**src/rtl/volatility_target_exposure_defines.svh**
```systemverilog
// assertion macros for the volatility target exposure block
// used by the top level only, expects clk and rst_n in scope
`ifndef VOLATILITY_TARGET_EXPOSURE_DEFINES_SVH
`define VOLATILITY_TARGET_EXPOSURE_DEFINES_SVH

// same-cycle implication
`define VTE_ASSERT_NOW(lbl, pre, post, msg) \
  lbl: assert property (@(posedge clk) disable iff (!rst_n) (pre) |-> (post)) else $error(msg);

// next-cycle implication
`define VTE_ASSERT_NEXT(lbl, pre, post, msg) \
  lbl: assert property (@(posedge clk) disable iff (!rst_n) (pre) |=> (post)) else $error(msg);

`endif

```
**src/rtl/vte_pkg.sv**
```systemverilog
// shared types and constants of the volatility target exposure block
// no dependencies
`timescale 1ns / 1ps

package vte_pkg;

  localparam int MAX_WINDOW = 256;
  localparam int RING_AW    = $clog2(MAX_WINDOW);
  localparam int RING_W     = 33;
  localparam int WIN_W      = 9;
  localparam int CFG_W      = 24;
  localparam int CFG_IDX_W  = 2;
  localparam int TENTHS_W   = 12;

  localparam logic [CFG_IDX_W-1:0] CFG_IDX_TARGET = 2'd0;
  localparam logic [CFG_IDX_W-1:0] CFG_IDX_CAP    = 2'd1;
  localparam logic [CFG_IDX_W-1:0] CFG_IDX_WINDOW = 2'd2;

  localparam logic [CFG_W-1:0] TARGET_RESET = 24'd9830;
  localparam logic [CFG_W-1:0] CAP_RESET    = 24'd131072;
  localparam logic [WIN_W-1:0] WIN_RESET    = 9'd20;
  localparam logic [WIN_W-1:0] WIN_MIN      = 9'd2;
  localparam logic [WIN_W-1:0] WIN_MAX      = WIN_W'(MAX_WINDOW);

  typedef enum logic [1:0] {
    REASON_VALID    = 2'd0,
    REASON_WARMUP   = 2'd1,
    REASON_BAD      = 2'd2,
    REASON_ZERO_VAR = 2'd3
  } reason_t;

  typedef enum logic [4:0] {
    OP_NONE,
    OP_LOAD,
    OP_RET_START,
    OP_RET_FIN,
    OP_RET_BAD,
    OP_RD_OLD,
    OP_SQ_OLD,
    OP_SUB_OLD,
    OP_SQ_NEW,
    OP_ADD_NEW,
    OP_HIST,
    OP_MEAN_START,
    OP_MEAN_FIN,
    OP_MSQ_START,
    OP_MSQ_FIN,
    OP_MM,
    OP_VAR,
    OP_SQRT_START,
    OP_TGT_START,
    OP_EMIT
  } op_t;

  typedef struct packed {
    op_t     op;
    reason_t reason;
  } cmd_t;

  typedef struct packed {
    logic first;
    logic prev_nonpos;
    logic full;
    logic bad_any;
    logic var_nonpos;
    logic div_done;
    logic sqrt_done;
    logic out_free;
  } status_t;

endpackage

```
**src/rtl/vte_ctrl.sv**
```systemverilog
// controller state machine, sequences one close through the datapath
// depends on vte_pkg
`timescale 1ns / 1ps

module vte_ctrl (
  input  logic             clk,
  input  logic             rst_n,
  input  logic             in_tvalid,
  output logic             in_tready,
  input  vte_pkg::status_t status,
  output vte_pkg::cmd_t    cmd
);

  import vte_pkg::*;

  typedef enum logic [4:0] {
    S_IDLE, S_CHECK, S_RET_WAIT, S_READ, S_OLD_SQ, S_OLD_SUB, S_NEW_SQ,
    S_NEW_ADD, S_HIST, S_DECIDE, S_MEAN_WAIT, S_MSQ, S_MSQ_WAIT, S_MM,
    S_VAR, S_VCHK, S_SQRT_WAIT, S_TGT, S_TGT_WAIT, S_OUT
  } state_t;

  state_t  state_r, state_nxt;
  reason_t reason_r, reason_nxt;

  always_comb begin
    state_nxt  = state_r;
    reason_nxt = reason_r;
    cmd.op     = OP_NONE;
    cmd.reason = reason_r;
    case (state_r)
      S_IDLE: begin
        if (in_tvalid) begin
          cmd.op    = OP_LOAD;
          state_nxt = S_CHECK;
        end
      end
      S_CHECK: begin
        if (status.first) begin
          state_nxt = S_HIST;
        end else if (status.prev_nonpos) begin
          cmd.op    = OP_RET_BAD;
          state_nxt = S_READ;
        end else begin
          cmd.op    = OP_RET_START;
          state_nxt = S_RET_WAIT;
        end
      end
      S_RET_WAIT: begin
        if (status.div_done) begin
          cmd.op    = OP_RET_FIN;
          state_nxt = S_READ;
        end
      end
      S_READ: begin
        if (status.full) begin
          cmd.op    = OP_RD_OLD;
          state_nxt = S_OLD_SQ;
        end else begin
          state_nxt = S_NEW_SQ;
        end
      end
      S_OLD_SQ: begin
        cmd.op    = OP_SQ_OLD;
        state_nxt = S_OLD_SUB;
      end
      S_OLD_SUB: begin
        cmd.op    = OP_SUB_OLD;
        state_nxt = S_NEW_SQ;
      end
      S_NEW_SQ: begin
        cmd.op    = OP_SQ_NEW;
        state_nxt = S_NEW_ADD;
      end
      S_NEW_ADD: begin
        cmd.op    = OP_ADD_NEW;
        state_nxt = S_HIST;
      end
      S_HIST: begin
        cmd.op    = OP_HIST;
        state_nxt = S_DECIDE;
      end
      S_DECIDE: begin
        if (!status.full) begin
          reason_nxt = REASON_WARMUP;
          state_nxt  = S_OUT;
        end else if (status.bad_any) begin
          reason_nxt = REASON_BAD;
          state_nxt  = S_OUT;
        end else begin
          cmd.op    = OP_MEAN_START;
          state_nxt = S_MEAN_WAIT;
        end
      end
      S_MEAN_WAIT: begin
        if (status.div_done) begin
          cmd.op    = OP_MEAN_FIN;
          state_nxt = S_MSQ;
        end
      end
      S_MSQ: begin
        cmd.op    = OP_MSQ_START;
        state_nxt = S_MSQ_WAIT;
      end
      S_MSQ_WAIT: begin
        if (status.div_done) begin
          cmd.op    = OP_MSQ_FIN;
          state_nxt = S_MM;
        end
      end
      S_MM: begin
        cmd.op    = OP_MM;
        state_nxt = S_VAR;
      end
      S_VAR: begin
        cmd.op    = OP_VAR;
        state_nxt = S_VCHK;
      end
      S_VCHK: begin
        if (status.var_nonpos) begin
          reason_nxt = REASON_ZERO_VAR;
          state_nxt  = S_OUT;
        end else begin
          cmd.op    = OP_SQRT_START;
          state_nxt = S_SQRT_WAIT;
        end
      end
      S_SQRT_WAIT: begin
        if (status.sqrt_done) begin
          state_nxt = S_TGT;
        end
      end
      S_TGT: begin
        cmd.op    = OP_TGT_START;
        state_nxt = S_TGT_WAIT;
      end
      S_TGT_WAIT: begin
        if (status.div_done) begin
          reason_nxt = REASON_VALID;
          state_nxt  = S_OUT;
        end
      end
      S_OUT: begin
        if (status.out_free) begin
          cmd.op    = OP_EMIT;
          state_nxt = S_IDLE;
        end
      end
      default: state_nxt = S_IDLE;
    endcase
  end

  always_ff @(posedge clk) begin
    if (!rst_n) begin
      state_r  <= S_IDLE;
      reason_r <= REASON_VALID;
    end else begin
      state_r  <= state_nxt;
      reason_r <= reason_nxt;
    end
  end

  assign in_tready = state_r == S_IDLE;

endmodule

```
**config.mk**
```make
export PLATFORM = sky130hd
export DESIGN_NAME = vte_ctrl
export DESIGN_NICKNAME = d
export VERILOG_FILES = /design/src/rtl/volatility_target_exposure_defines.svh /design/src/rtl/vte_pkg.sv /design/src/rtl/vte_ctrl.sv
export SDC_FILE = /design/constraint.sdc
export NUM_CORES = 1
export LEC_CHECK = 0
export BUFFER_PORTS_ARGS = -buffer_cell sky130_fd_sc_hd__buf_4
export CORE_UTILIZATION = 46
export DETAILED_ROUTE_END_ITERATION = 16
export PLACE_DENSITY_LB_ADDON = 0.05
export RECOVER_POWER = 100
export SLEW_MARGIN = 5
export SYNTH_ARGS = -nofsm -noshare
export SYNTH_HDL_FRONTEND = slang
export SYNTH_SLANG_ARGS = --single-unit
```
**constraint.sdc**
```tcl
create_clock -name clk -period 1.8 [get_ports clk]
set_clock_uncertainty 0.2 [all_clocks]
set_input_delay 0.18 -clock clk [delete_from_list [all_inputs] [get_ports clk]]
set_output_delay 0.18 -clock clk [all_outputs]
set_load 0.02 [all_outputs]
```
Yosys cells after proc, flatten, opt, wreduce, memory -nomap -nowiden
Cells that the tools add are included.
Word-level totals
  register bits: 7
  input bits: 11
  output and inout bits: 8
Cells by class
  eq/ne operators: 28
  muxes and demuxes: 31
  reductions and logical operators: 4
Operators by type and width (count)
  one-hot mux 5 bit (20 select lines): 1
  one-hot mux 5 bit (18 select lines): 1
  2-to-1 mux 5 bit: 11
  equality test 5 x 4 -> 1 bit, second input constant: 8
  equality test 5 x 3 -> 1 bit, second input constant: 4
  equality test 5 bit, second input constant: 4
  2-to-1 mux 4 bit: 5
  inequality test 2 bit, second input constant: 8
  2-to-1 mux 2 bit: 7
  equality test 5 x 2 -> 1 bit, second input constant: 2
  2-to-1 mux 3 bit: 3
  AND reduction 7 bit: 1
  one-hot mux 2 bit (3 select lines): 1
  equality test 5 x 1 -> 1 bit, second input constant: 1
  zero test 5 bit: 1
  AND reduction 4 bit: 1
  inequality test 3 bit, second input constant: 1
  nonzero test 3 bit: 1
  2-to-1 mux 1 bit: 2

Logic depth before layout (Yosys ltp)
Gate-level depths: netlist of run 1.
  depth after elaboration: 3
  mapped depth: 6
  mapped depth without buffers: 5

Least setup slack after synthesis of run 1
No wires, ideal clock.
  path type: register to output
  from: reg state_r[0]
  to: out cmd[4] in the netlist's numbering
  arrival: 1662 ps
  required time: 1420 ps
  slack: -242 ps
  cell stages (with the launch flop): 5
  cell sequence: dfxtp_1 -> buf_2 -> buf_1 -> a31oi_1 -> o311ai_0
RTL lines
  start: declaration: RTL line vte_ctrl.sv:22  | state_t state_r, state_nxt;
  start signal: assignment: RTL line vte_ctrl.sv:157  | state_r <= state_nxt;
  end: declaration: RTL line vte_ctrl.sv:11  | output vte_pkg::cmd_t cmd

==> results of run 1 <==
==> per-layer routing <==
metal | wire, um | track usage [%] | vias up | part of all wire, %
li1 | - | - | 505 | -
met3 | 311 | 3.448 | 26 | 8.9
met5 | 0 | 0 | - | 0
met4 | 173 | 10.63 | 0 | 5.0
met1 | 1307 | 42.63 | 549 | 38
met2 | 1684 | 55.94 | 94 | 48
==> cells by family (layout without fill, tap and decap cells) <==
family	after synthesis	after routing	synth area share, %
xor+xnor	1	1	1.189
compound gates	32	32	31.07
buf+inv	11	64	8.148
mux	2	2	2.717
simple gates	55	55	37.86
flops	7	7	19.01
==> per-stage QoR <==
step | power, mW | utilization (%) | hold slack, ns
final | 0.9813 | 91.36 | 0.1139
after global placement | 0.6261 | 69.60 | 0.2425
after global routing | 1.019 | 91.36 | 0.1160
after CTS | 0.8448 | 80.15 | 0.07939
after floorplan | 0.4468 | - | 0.09753
after detailed placement | 0.6308 | 69.60 | 0.2569
==> layout by cell type (no fill, tap or decap), types with 3 or more instances in the layout <==
master and n:
a21oi_1 7, buf_4 38, buf_6 16, clkbuf_4 3, dfxtp_4 3, inv_1 3, nand2_1 16, nand2b_1 4
nor2_1 8, o21ai_0 3
==> worst paths after layout <==
| path | start | to |
|---|---|---|
| setup / recovery | state_r[1]$_SDFFE_PN0P_ | cmd[2] |
| hold reg to reg | reason_r[1]$_SDFFE_PN0P_ | reason_r[1]$_SDFFE_PN0P_ |
| setup reg to reg | state_r[1]$_SDFFE_PN0P_ | state_r[0]$_SDFFE_PN0P_ |
| hold / removal | status[2] | reason_r[1]$_SDFFE_PN0P_ |
==> sequential cells by signal, indices dropped and copies added (netlist names) <==
register,count
state_r,5
reason_r,2
==> what timing repair did <==
action | 4_1_cts | 5_1_grt
hold buffers | 1 | 0
gates cloned | 0 | 0
resized for setup | 27 | 25
buffers inserted | 5 | 10
hold endpoints to repair | 2 | 0
setup endpoints to repair | 11 | 11
pin swaps | 9 | 11
==> final cells by class <==
| cell class | instances | area [um^2] | share of cell area (%) |
|---|---|---|---|
| Clock inverter | 1 | 5.005 | 0.3636 |
| Clock buffer | 3 | 22.52 | 1.636 |
| Inverter | 3 | 11.26 | 0.8182 |
| Multi-Input combinational cell | 90 | 680.7 | 49.45 |
| Tap cell | 16 | 20.02 | 1.455 |
| Sequential cell | 7 | 153.9 | 11.18 |
| Timing Repair Buffer | 57 | 483.0 | 35.09 |
==> where the power goes <==
| group | internal, mW | total [mW] | switching, mW |
|---|---|---|---|
| clock network | 0.0815 | 0.145 | 0.0637 |
| logic | 0.327 | 0.639 | 0.312 |
| registers | 0.173 | 0.197 | 0.0240 |
==> worst reg2reg max path, cell delays in order (launching register included) <==
cell and delay [ns]:
dfxtp_4 0.36, or3_4 0.38, buf_6 0.14, buf_6 0.11, buf_6 0.12, nor2_4 0.11, a21oi_1 0.12, a31oi_4 0.19
o21a_1 0.12
==> key figures, run 1 <==
Job
  – Maximum Capacitance Violations: 0

Status
  – Failing checks: setup timing
  – Run status: finished, violations left

Floorplanning
  – I/O pin count: 19
  – Core Box Area: 1506 um^2
  – Starting Density: 48.92%
  – Die Footprint: 1766 um^2
  – Die X: 42.03 um
  – Row cnt: 14
  – Die height: 42.03 um

Cells and area
  – Fillers: 62
  – P&R area growth vs syn: 86.76%
  – N_diodes: 0
  – Layout cell share with drive strength beyond 1: 53.42%
  – Layout net count: 173
  – Post-Layout Inst Area: 1376 um^2
  – Final Non-Filler Cells: 177

Yosys
  – Mapped Area: 737.0 um^2
  – Syn Inst Count: 108
  – Synth top cells by count: nand2_1 (18), nor2_1 (10), a21oi_1 (7), dfxtp_1 (7), nor3_1 (6)
  – Area contributors post-synth: dfxtp_1 (19%), nand2_1 (9.2%), nor2_1 (5.1%)
  – Synth cell types: 42
  – Seq/Total Area, Yosys: 19.02%
  – Yosys warns: 0
  – Most used DFF post-synth: dfxtp_1
  – Syn nets: 119
  – Biggest area consumer among synthesized cells: dfxtp_1
  – Yosys reg bits: 7
  – Count leader, synth: nand2_1
  – Post-synth ARST share: 0%
  – Synth Area per Inst: 6.824 um^2
  – Yosys top cell area share: 19.02%
  – Post-synth EDFFs: 0

Detailed routing
  – Via count: 1,174
  – Drt first-iter violations: 86
  – Drt total wl: 3.476 mm
  – 1st-pass router iterations: 4
  – Remaining DRCs: 0
  – Detail-routed via count per cell: 6.633
  – Post-DRT Antenna Nets: 0
  – Drt wl/cell: 19.64 um

STA
  – RSZ-0062 raised after global routing: yes
  – Final count of pins violating max slew: 0
  – Setup tns final: -1.909 ns
  – Setup slack after layout: -0.4194 ns
  – Final hold viol count: 0
  – Slew margin rel.: 77.76%
  – Worst Max-Slew Pin Slew: 0.3289 ns
  – Final setup fails: 11
  – Fin crit period: 2.219 ns
  – Fmax: 450.6 MHz
  – Crit share post-route: 123.3%

Critical path
  – Critical Path RT: 1.42 ns
  – Critical path launch point type: flip-flop
  – WS Path Type: reg2out
  – Arrival time at the worst endpoint: 1.84 ns
  – CP Max Fanout: 6
  – CP cell instances: and2b_1 -> a21o_1 -> a2bb2oi_2 -> nor2_1 -> or4_4 -> buf_6
  – CP max stage cell: or4_4
  – FF-to-FF setup slack: -0.11 ns
  – CP Buf/Inv Count: 1
  – WP depth: 6
  – Worst setup EP type: output pin
  – CP max stage delay: 0.51 ns
  – Cell family with most CP delay: simple AND/OR/NAND/NOR gates
  – FF-to-FF path depth: 8

Global routing
  – Total GRT Usage: 32.56%
  – Pin count of the biggest net entering global routing: 11
  – Number of global-route vias before repair: 965
  – Gr ovfl total: 0
  – Global-route wire length before repair: 4.471 mm
  – Antenna violations before repair: 0

Power
  – Peak supply drop: 0.5398 mV
  – Pwr Density: 713.0 nW/um^2
  – Pleak: 0.6542 nW

Placed design
  – Dpl cells: 160
  – I/O Buffers: 18
  – HPWL Detailed: 1.857 mm
  – RePlAce Congestion: 0.9387
  – Dpl cell area: 1049 um^2
  – DP Worst Slack: -0.1560 ns

CTS
  – Clock Tree Buf Depth: 2
  – Clk root buf: clkbuf_4
  – CTS H-tree lvls: 1
  – Worst skew pair latency: 0.26 ns
  – CTS sink cnt: 7
  – CTS clock-pin slew for the worst setup and hold paths: 0.06 ns
  – TritonCTS clock tree: built
  – CTS Buf Count: 3

Hold path
  – Hold depth: 3
  – Worst Hold Class: in2reg
Note: power is estimated with default switching activity, not from simulation.
==> inputs of run 2 (changes only) <==
--- a/config.mk
+++ b/config.mk
@@ -5,10 +5,12 @@
 export SDC_FILE = /design/constraint.sdc
 export NUM_CORES = 1
 export LEC_CHECK = 0
+export ABC_AREA = 1
 export BUFFER_PORTS_ARGS = -buffer_cell sky130_fd_sc_hd__buf_4
-export CORE_UTILIZATION = 46
+export CORE_ASPECT_RATIO = 1.2
+export CORE_UTILIZATION = 48
 export DETAILED_ROUTE_END_ITERATION = 16
-export PLACE_DENSITY_LB_ADDON = 0.05
+export PLACE_DENSITY = 0.83
 export RECOVER_POWER = 100
 export SLEW_MARGIN = 5
 export SYNTH_ARGS = -nofsm -noshare
==> key figures, run 2 <==
Status
  – Run status: finished, violations left (unchanged)
  – Failing checks: setup timing (unchanged)

CTS
  – CTS sink cnt: 7 (unchanged)
  – Clock Tree Buf Depth: 2 (unchanged)
  – Worst skew pair latency: 0.26 ns (about the same)
  – CTS H-tree lvls: 1 (unchanged)
  – CTS clock-pin slew for the worst setup and hold paths: 0.06 ns (about the same)
  – Clk root buf: clkbuf_4 (unchanged)
  – CTS Buf Count: 3 (unchanged)
  – TritonCTS clock tree: built (unchanged)

Yosys
  – Yosys reg bits: 7 (unchanged)
  – Mapped Area: 860.8 um^2 (was 737.0 um^2)
  – Count leader, synth: nand2_1 (unchanged)
  – Biggest area consumer among synthesized cells: nand2_1 (was dfxtp_1)
  – Seq/Total Area, Yosys: 16.28% (was 19.02%)
  – Most used DFF post-synth: dfxtp_1 (unchanged)
  – Synth Area per Inst: 5.554 um^2 (was 6.824 um^2)
  – Synth top cells by count: nand2_1 (38), nor2_1 (25), inv_1 (21), nand3_1 (15) (was nand2_1 (18), nor2_1 (10), a21oi_1 (7), dfxtp_1 (7), nor3_1 (6))
  – Syn nets: 166 (was 119)
  – Syn Inst Count: 155 (was 108)
  – Area contributors post-synth: nand2_1 (17%), dfxtp_1 (16%), nor2_1 (11%) (was dfxtp_1 (19%), nand2_1 (9.2%), nor2_1 (5.1%))
  – Post-synth ARST share: 0% (unchanged)
  – Yosys warns: 0 (unchanged)
  – Yosys top cell area share: 16.57% (was 19.02%)
  – Synth cell types: 23 (was 42)
  – Post-synth EDFFs: 0 (unchanged)

Power
  – Total power: 1.559 mW (was 0.9813 mW)
  – Peak supply drop: 0.7241 mV (was 0.5398 mV)
  – Pwr Density: 1260 nW/um^2 (was 713.0 nW/um^2)
  – Pleak: 0.6147 nW (was 0.6542 nW)

Critical path
  – CP max stage delay: 0.39 ns (was 0.51 ns)
  – CP Max Fanout: 7 (was 6)
  – Critical path launch point type: flip-flop (unchanged)
  – WP depth: 8 (was 6)
  – CP max stage cell: dfxtp_4 (was or4_4)
  – Cell family with most CP delay: simple AND/OR/NAND/NOR gates (unchanged)
  – CP endpoint: cmd[2] (unchanged)
  – CP Buf/Inv Count: 3 (was 1)
  – Arrival time at the worst endpoint: 1.57 ns (was 1.84 ns)
  – FF-to-FF setup slack: 0.03 ns (was -0.11 ns)
  – Worst setup EP type: output pin (unchanged)
  – Critical Path RT: 1.42 ns (about the same)
  – FF-to-FF Start: state_r[4]$_SDFFE_PN0P_ (was state_r[1]$_SDFFE_PN0P_)
  – CP cell instances: buf_4 -> nand3_4 -> inv_1 -> nand3_2 -> o21ai_1 -> nor3_1 -> nand3_1 -> buf_6 (was and2b_1 -> a21o_1 -> a2bb2oi_2 -> nor2_1 -> or4_4 -> buf_6)
  – FF-to-FF path depth: 9 (was 8)
  – WS Path Type: reg2out (unchanged)
  – Critical path startpoint: state_r[1]$_SDFFE_PN0P_ (unchanged)
  – Reg-to-reg critical path endpoint: reason_r[0]$_SDFFE_PN0P_ (was state_r[0]$_SDFFE_PN0P_)

Cells and area
  – N_diodes: 0 (unchanged)
  – Top flop regs: state_r x5, reason_r x2 (unchanged)
  – Post-Layout Inst Area: 1237 um^2 (was 1376 um^2)
  – Largest reg by FF count: state_r (unchanged)
  – Most common cell after layout, fill and taps aside: nand2_1 (was buf_4)
  – Max reg flops: 5 (unchanged)
  – Final Non-Filler Cells: 206 (was 177)
  – Most frequent cells in the layout: nand2_1 (32), buf_4 (24), nor2_1 (22) (was buf_4 (38), nand2_1 (16), buf_6 (16))
  – Finished Core Util: 74.47% (was 91.36%)
  – Layout cell share with drive strength beyond 1: 38.30% (was 53.42%)
  – Layout net count: 200 (was 173)
  – P&R area growth vs syn: 43.75% (was 86.76%)

Global routing
  – Global-route wire length before repair: 4.491 mm (was 4.471 mm)
  – Number of global-route vias before repair: 1,093 (was 965)
  – Total GRT Usage: 32.20% (was 32.56%)
  – Pin count of the biggest net entering global routing: 10 (was 11)
  – Antenna violations before repair: 0 (unchanged)
  – Gr ovfl total: 0 (unchanged)

Floorplanning
  – Die height: 48.39 um (was 42.03 um)
  – I/O pin count: 19 (unchanged)
  – Row cnt: 16 (was 14)
  – Starting Density: 51.81% (was 48.92%)
  – Die Footprint: 1968 um^2 (was 1766 um^2)
  – Die X: 40.66 um (was 42.03 um)
  – Core Box Area: 1662 um^2 (was 1506 um^2)

Placed design
  – I/O Buffers: 18 (unchanged)
  – Dpl cell area: 1056 um^2 (was 1049 um^2)
  – Dpl cells: 197 (was 160)
  – HPWL Detailed: 2.041 mm (was 1.857 mm)
  – DP Worst Slack: -0.02399 ns (was -0.1560 ns)
  – RePlAce Congestion: 0.9179 (was 0.9387)

Detailed routing
  – Detail-routed via count per cell: 5.913 (was 6.633)
  – Post-DRT Antenna Nets: 0 (unchanged)
  – Drt first-iter violations: 104 (was 86)
  – Drt wl/cell: 14.33 um (was 19.64 um)
  – Remaining DRCs: 0 (unchanged)
  – 1st-pass router iterations: 4 (unchanged)
  – Via count: 1,218 (was 1,174)
  – Drt total wl: 2.952 mm (was 3.476 mm)

STA
  – Crit share post-route: 108.2% (was 123.3%)
  – Final hold viol count: 0 (unchanged)
  – Slew margin rel.: 74.57% (was 77.76%)
  – Worst Max-Slew Pin Slew: 0.3780 ns (was 0.3289 ns)
  – Final count of pins violating max slew: 0 (unchanged)
  – Final setup fails: 5 (was 11)
  – RSZ-0062 raised after global routing: yes (unchanged)
  – Fmax: 513.4 MHz (was 450.6 MHz)
  – Fin crit period: 1.948 ns (was 2.219 ns)
  – Setup slack after layout: -0.1479 ns (was -0.4194 ns)

Job
  – Maximum Capacitance Violations: 0 (unchanged)

Hold path
  – Worst Hold Class: in2reg (unchanged)
## run 2: kinds of logic (layout without fill, tap and decap cells)
logic type,after synthesis,count (layout),synth area share [%]
AND/OR/NAND/NOR,104,104,57.99
buffers and inverters,25,58,12.65
AO/OA/AOI/OAI,19,19,13.08
flip-flops,7,7,16.28
## run 2: worst min path at each step
stage,startpoint,end,cells after the start
global placement,rst_n,state_r[3]$_SDFFE_PN0P_,3
floorplan,rst_n,state_r[3]$_SDFFE_PN0P_,2
detailed placement,rst_n,state_r[3]$_SDFFE_PN0P_,3
CTS,status[0],state_r[0]$_SDFFE_PN0P_,3
global route,status[0],state_r[0]$_SDFFE_PN0P_,3
finish,status[0],state_r[0]$_SDFFE_PN0P_,3
## run 2: area by class of cell
cell class,instances,area (um^2)
repair buffers,31,242.7
clock buffers,4,26.28
flip-flops and latches,7,153.9
multi-input cells,123,698.2
well taps,18,22.52
inverters,23,93.84
fillers,114,424.2
## run 2: where the power goes
group          switching (mW)  internal (mW)
combinational           0.688          0.432
clock                  0.0652         0.0851
sequential             0.0834          0.205
total                   0.837          0.723
## run 2: tightest hold or removal path, cell delays in order
cell	delay [ns]
buf_4	0.08
nand3b_1	0.12
a21oi_1	0.08
## run 2: repair_timing
| action | 4_1_cts | 5_1_grt |
|---|---|---|
| endpoints found under the setup margin | 5 | 8 |
| resized for setup | 29 | 14 |
| hold buffers | 1 | 0 |
| endpoints found under the hold margin | 3 | 0 |
| setup buffers | 4 | 0 |
| pin swaps | 7 | 3 |
## run 2: metal layers
layer	vias to the layer above	GRT usage, %	routed length [um]
met5	-	0	0
met4	0	17.78	225
met3	32	5.046	226
met2	89	53.17	1391
met1	528	36.52	1109
li1	569	-	-
## run 2: metrics by stage
stage	hold slack, ns	TNS [ns]
CTS	0.04679	-0.3033
finish	0.04259	-0.4885
detailed placement	0.1999	-0.04000
global route	0.09648	-0.8040
global placement	0.1926	0
floorplan	0.07763	0
==> inputs of run 3 (changes only) <==
--- a/config.mk
+++ b/config.mk
@@ -5,12 +5,10 @@
 export SDC_FILE = /design/constraint.sdc
 export NUM_CORES = 1
 export LEC_CHECK = 0
-export ABC_AREA = 1
 export BUFFER_PORTS_ARGS = -buffer_cell sky130_fd_sc_hd__buf_4
-export CORE_ASPECT_RATIO = 1.2
-export CORE_UTILIZATION = 48
+export CORE_UTILIZATION = 46
 export DETAILED_ROUTE_END_ITERATION = 16
-export PLACE_DENSITY = 0.83
+export PLACE_DENSITY = 0.82
 export RECOVER_POWER = 100
 export SLEW_MARGIN = 5
 export SYNTH_ARGS = -nofsm -noshare
==> key figures, run 3 (synthesis results as in run 1) <==
Status
  – Run status: finished, violations left (unchanged)
  – Failing checks: setup timing (unchanged)

STA
  – Final setup fails: 10 (was 5)
  – Hold WS: 0.08973 ns (was 0.04259 ns)
  – Fmax: 461.3 MHz (was 513.4 MHz)
  – Final hold viol count: 0 (unchanged)
  – Slew margin rel.: 72.12% (was 74.57%)
  – Crit share post-route: 120.4% (was 108.2%)
  – RSZ-0062 raised after global routing: yes (unchanged)
  – Setup slack after layout: -0.3678 ns (was -0.1479 ns)
  – Worst Max-Slew Pin Slew: 0.4156 ns (was 0.3780 ns)
  – Fin crit period: 2.168 ns (was 1.948 ns)
  – Final count of pins violating max slew: 0 (unchanged)
  – Setup tns final: -1.842 ns (was -0.4885 ns)

Power
  – Total power: 0.9234 mW (was 1.559 mW)
  – Pleak: 0.5889 nW (was 0.6147 nW)
  – Peak supply drop: 0.6223 mV (was 0.7241 mV)
  – Pwr Density: 747.0 nW/um^2 (was 1260 nW/um^2)

Critical path
  – CP max stage cell: or3_4 (was dfxtp_4)
  – Worst setup EP type: output pin (unchanged)
  – WS Path Type: reg2out (unchanged)
  – FF-to-FF path depth: 9 (unchanged)
  – Arrival time at the worst endpoint: 1.79 ns (was 1.57 ns)
  – CP max stage delay: 0.38 ns (was 0.39 ns)
  – CP Max Fanout: 7 (unchanged)
  – FF-to-FF Start: state_r[1]$_SDFFE_PN0P_ (was state_r[4]$_SDFFE_PN0P_)
  – CP cell instances: or3_4 -> buf_6 -> nor3_4 -> inv_1 -> o22ai_2 -> or3_4 -> buf_6 (was buf_4 -> nand3_4 -> inv_1 -> nand3_2 -> o21ai_1 -> nor3_1 -> nand3_1 -> buf_6)
  – FF-to-FF setup slack: -0.20 ns (was 0.03 ns)
  – Critical path launch point type: flip-flop (unchanged)
  – Critical Path RT: 1.42 ns (about the same)
  – Reg-to-reg critical path endpoint: reason_r[0]$_SDFFE_PN0P_ (unchanged)

CTS
  – CTS H-tree lvls: 1 (unchanged)
  – CTS clock-pin slew for the worst setup and hold paths: 0.05 ns (was 0.06 ns)
  – CTS Buf Count: 3 (unchanged)
  – Worst skew pair latency: 0.25 ns (was 0.26 ns)
  – Clock Tree Buf Depth: 2 (unchanged)
  – Clk root buf: clkbuf_4 (unchanged)
  – CTS sink cnt: 7 (unchanged)
  – TritonCTS clock tree: built (unchanged)

Global routing
  – Gr ovfl total: 0 (unchanged)
  – Number of global-route vias before repair: 1,072 (was 1,093)
  – Antenna violations before repair: 0 (unchanged)
  – Total GRT Usage: 33.54% (was 32.20%)
  – Pin count of the biggest net entering global routing: 14 (was 10)
  – Global-route wire length before repair: 4.574 mm (was 4.491 mm)

Cells and area
  – Layout net count: 164 (was 200)
  – Most frequent cells in the layout: buf_4 (32), nand2_1 (17), buf_6 (11) (was nand2_1 (32), buf_4 (24), nor2_1 (22))
  – Max reg flops: 5 (unchanged)
  – Layout cell share with drive strength beyond 1: 45.39% (was 38.30%)
  – Top flop regs: state_r x5, reason_r x2 (unchanged)
  – N_diodes: 0 (unchanged)
  – P&R area growth vs syn: 67.74% (was 43.75%)
  – Most common cell after layout, fill and taps aside: buf_4 (was nand2_1)
  – Fillers: 91 (was 114)
  – Largest reg by FF count: state_r (unchanged)

Detailed routing
  – Drt first-iter violations: 40 (was 104)
  – 1st-pass router iterations: 4 (unchanged)
  – Drt total wl: 3.162 mm (was 2.952 mm)
  – Remaining DRCs: 0 (unchanged)
  – Drt wl/cell: 18.82 um (was 14.33 um)
  – Post-DRT Antenna Nets: 0 (unchanged)
  – Detail-routed via count per cell: 6.524 (was 5.913)
  – Via count: 1,096 (was 1,218)

Floorplanning
  – Die Footprint: 1766 um^2 (was 1968 um^2)
  – Die height: 42.03 um (was 48.39 um)
  – Row cnt: 14 (was 16)
  – Starting Density: 48.92% (was 51.81%)
  – Die X: 42.03 um (was 40.66 um)
  – Core Box Area: 1506 um^2 (was 1662 um^2)
  – I/O pin count: 19 (unchanged)

Job
  – Maximum Capacitance Violations: 0 (unchanged)

Placed design
  – I/O Buffers: 18 (unchanged)
  – RePlAce Congestion: 0.9325 (was 0.9179)
  – HPWL Detailed: 1.841 mm (was 2.041 mm)
  – DP Worst Slack: -0.1883 ns (was -0.02399 ns)

Hold path
  – HP Start: status[2] (was status[0])
  – Hold depth: 3 (unchanged)
  – Worst Hold Class: in2reg (unchanged)
  – Hold Path Sink: reason_r[1]$_SDFFE_PN0P_ (was state_r[0]$_SDFFE_PN0P_)
run 3: changes by cell type in the layout (fill, tap and decap cells not counted), moves of 4 or more:
| cell | previous run | this run |
|---|---|---|
| buf_4 | 24 | 32 |
| buf_6 | 4 | 11 |
| inv_1 | 19 | 3 |
| nand2_1 | 32 | 17 |
| nand2_2 | 6 | 1 |
| nand2b_1 | 0 | 4 |
| nand3_1 | 13 | 1 |
| nor2_1 | 22 | 9 |
| nor2_2 | 6 | 0 |
| nor2_4 | 7 | 1 |
run 3: final cells by class:
cell class | count | area (um^2) | area share (%)
clock buffer | 4 | 26.28 | 2.125
inverter | 3 | 11.26 | 0.9109
multi-input combinational | 90 | 624.3 | 50.51
sequential | 7 | 152.6 | 12.35
tap | 16 | 20.02 | 1.619
timing repair buffer | 48 | 401.6 | 32.49
run 3: what timing repair did:
item | 4_1_cts | 5_1_grt
resized for setup | 22 | 16
hold endpoints to repair | 2 | 0
hold buffers | 1 | 0
setup buffers | 4 | 3
pin swaps | 15 | 10
setup endpoints to repair | 11 | 11
gates cloned | 0 | 0
run 3: worst max-delay path: cells and delay by family (launching register included):
kind / cells / cell delay (ns)
AOI/OAI and AO/OA: 1 / 0.15
buffers and inverters: 3 / 0.32
DFF: 1 / 0.36
and+or+nand+nor: 3 / 0.71
run 3: through the flow:
step           util, %  area, um^2  instances
2_1_floorplan        -       748.2        108
6_report         82.06        1236        168
4_1_cts          77.49        1167        166
3_3_place_gp     69.60        1049        160
5_1_grt          82.06        1236        168
3_5_place_dp     69.60        1049        160
run 3: power by group:
group / total, mW / switching [mW] / internal, mW
clock: 0.138 / 0.0536 / 0.0843
sequential: 0.200 / 0.0270 / 0.173
combinational: 0.585 / 0.287 / 0.298
total: 0.923 / 0.368 / 0.556
run 3: worst max-delay path by stage:
stage,from,to,cells after the start,slack (ns)
after floorplan,state_r[0]$_SDFFE_PN0P_,cmd[4],4,-0.001
after global placement,state_r[2]$_SDFFE_PN0P_,cmd[2],5,-0.12
after detailed placement,state_r[2]$_SDFFE_PN0P_,cmd[2],6,-0.19
after CTS,state_r[1]$_SDFFE_PN0P_,cmd[2],6,-0.36
after global routing,state_r[1]$_SDFFE_PN0P_,cmd[2],6,-0.43
final,state_r[1]$_SDFFE_PN0P_,cmd[3],7,-0.37
run 3: routing by layer:
metal	track usage [%]	routed length (um)	vias up	part of all wire [%]
li1	-	-	489	-
met1	37.27	1108	495	35
met2	60.62	1560	86	49
met3	9.052	328	26	10
met4	12.50	165	0	5.2
met5	0	0	-	0
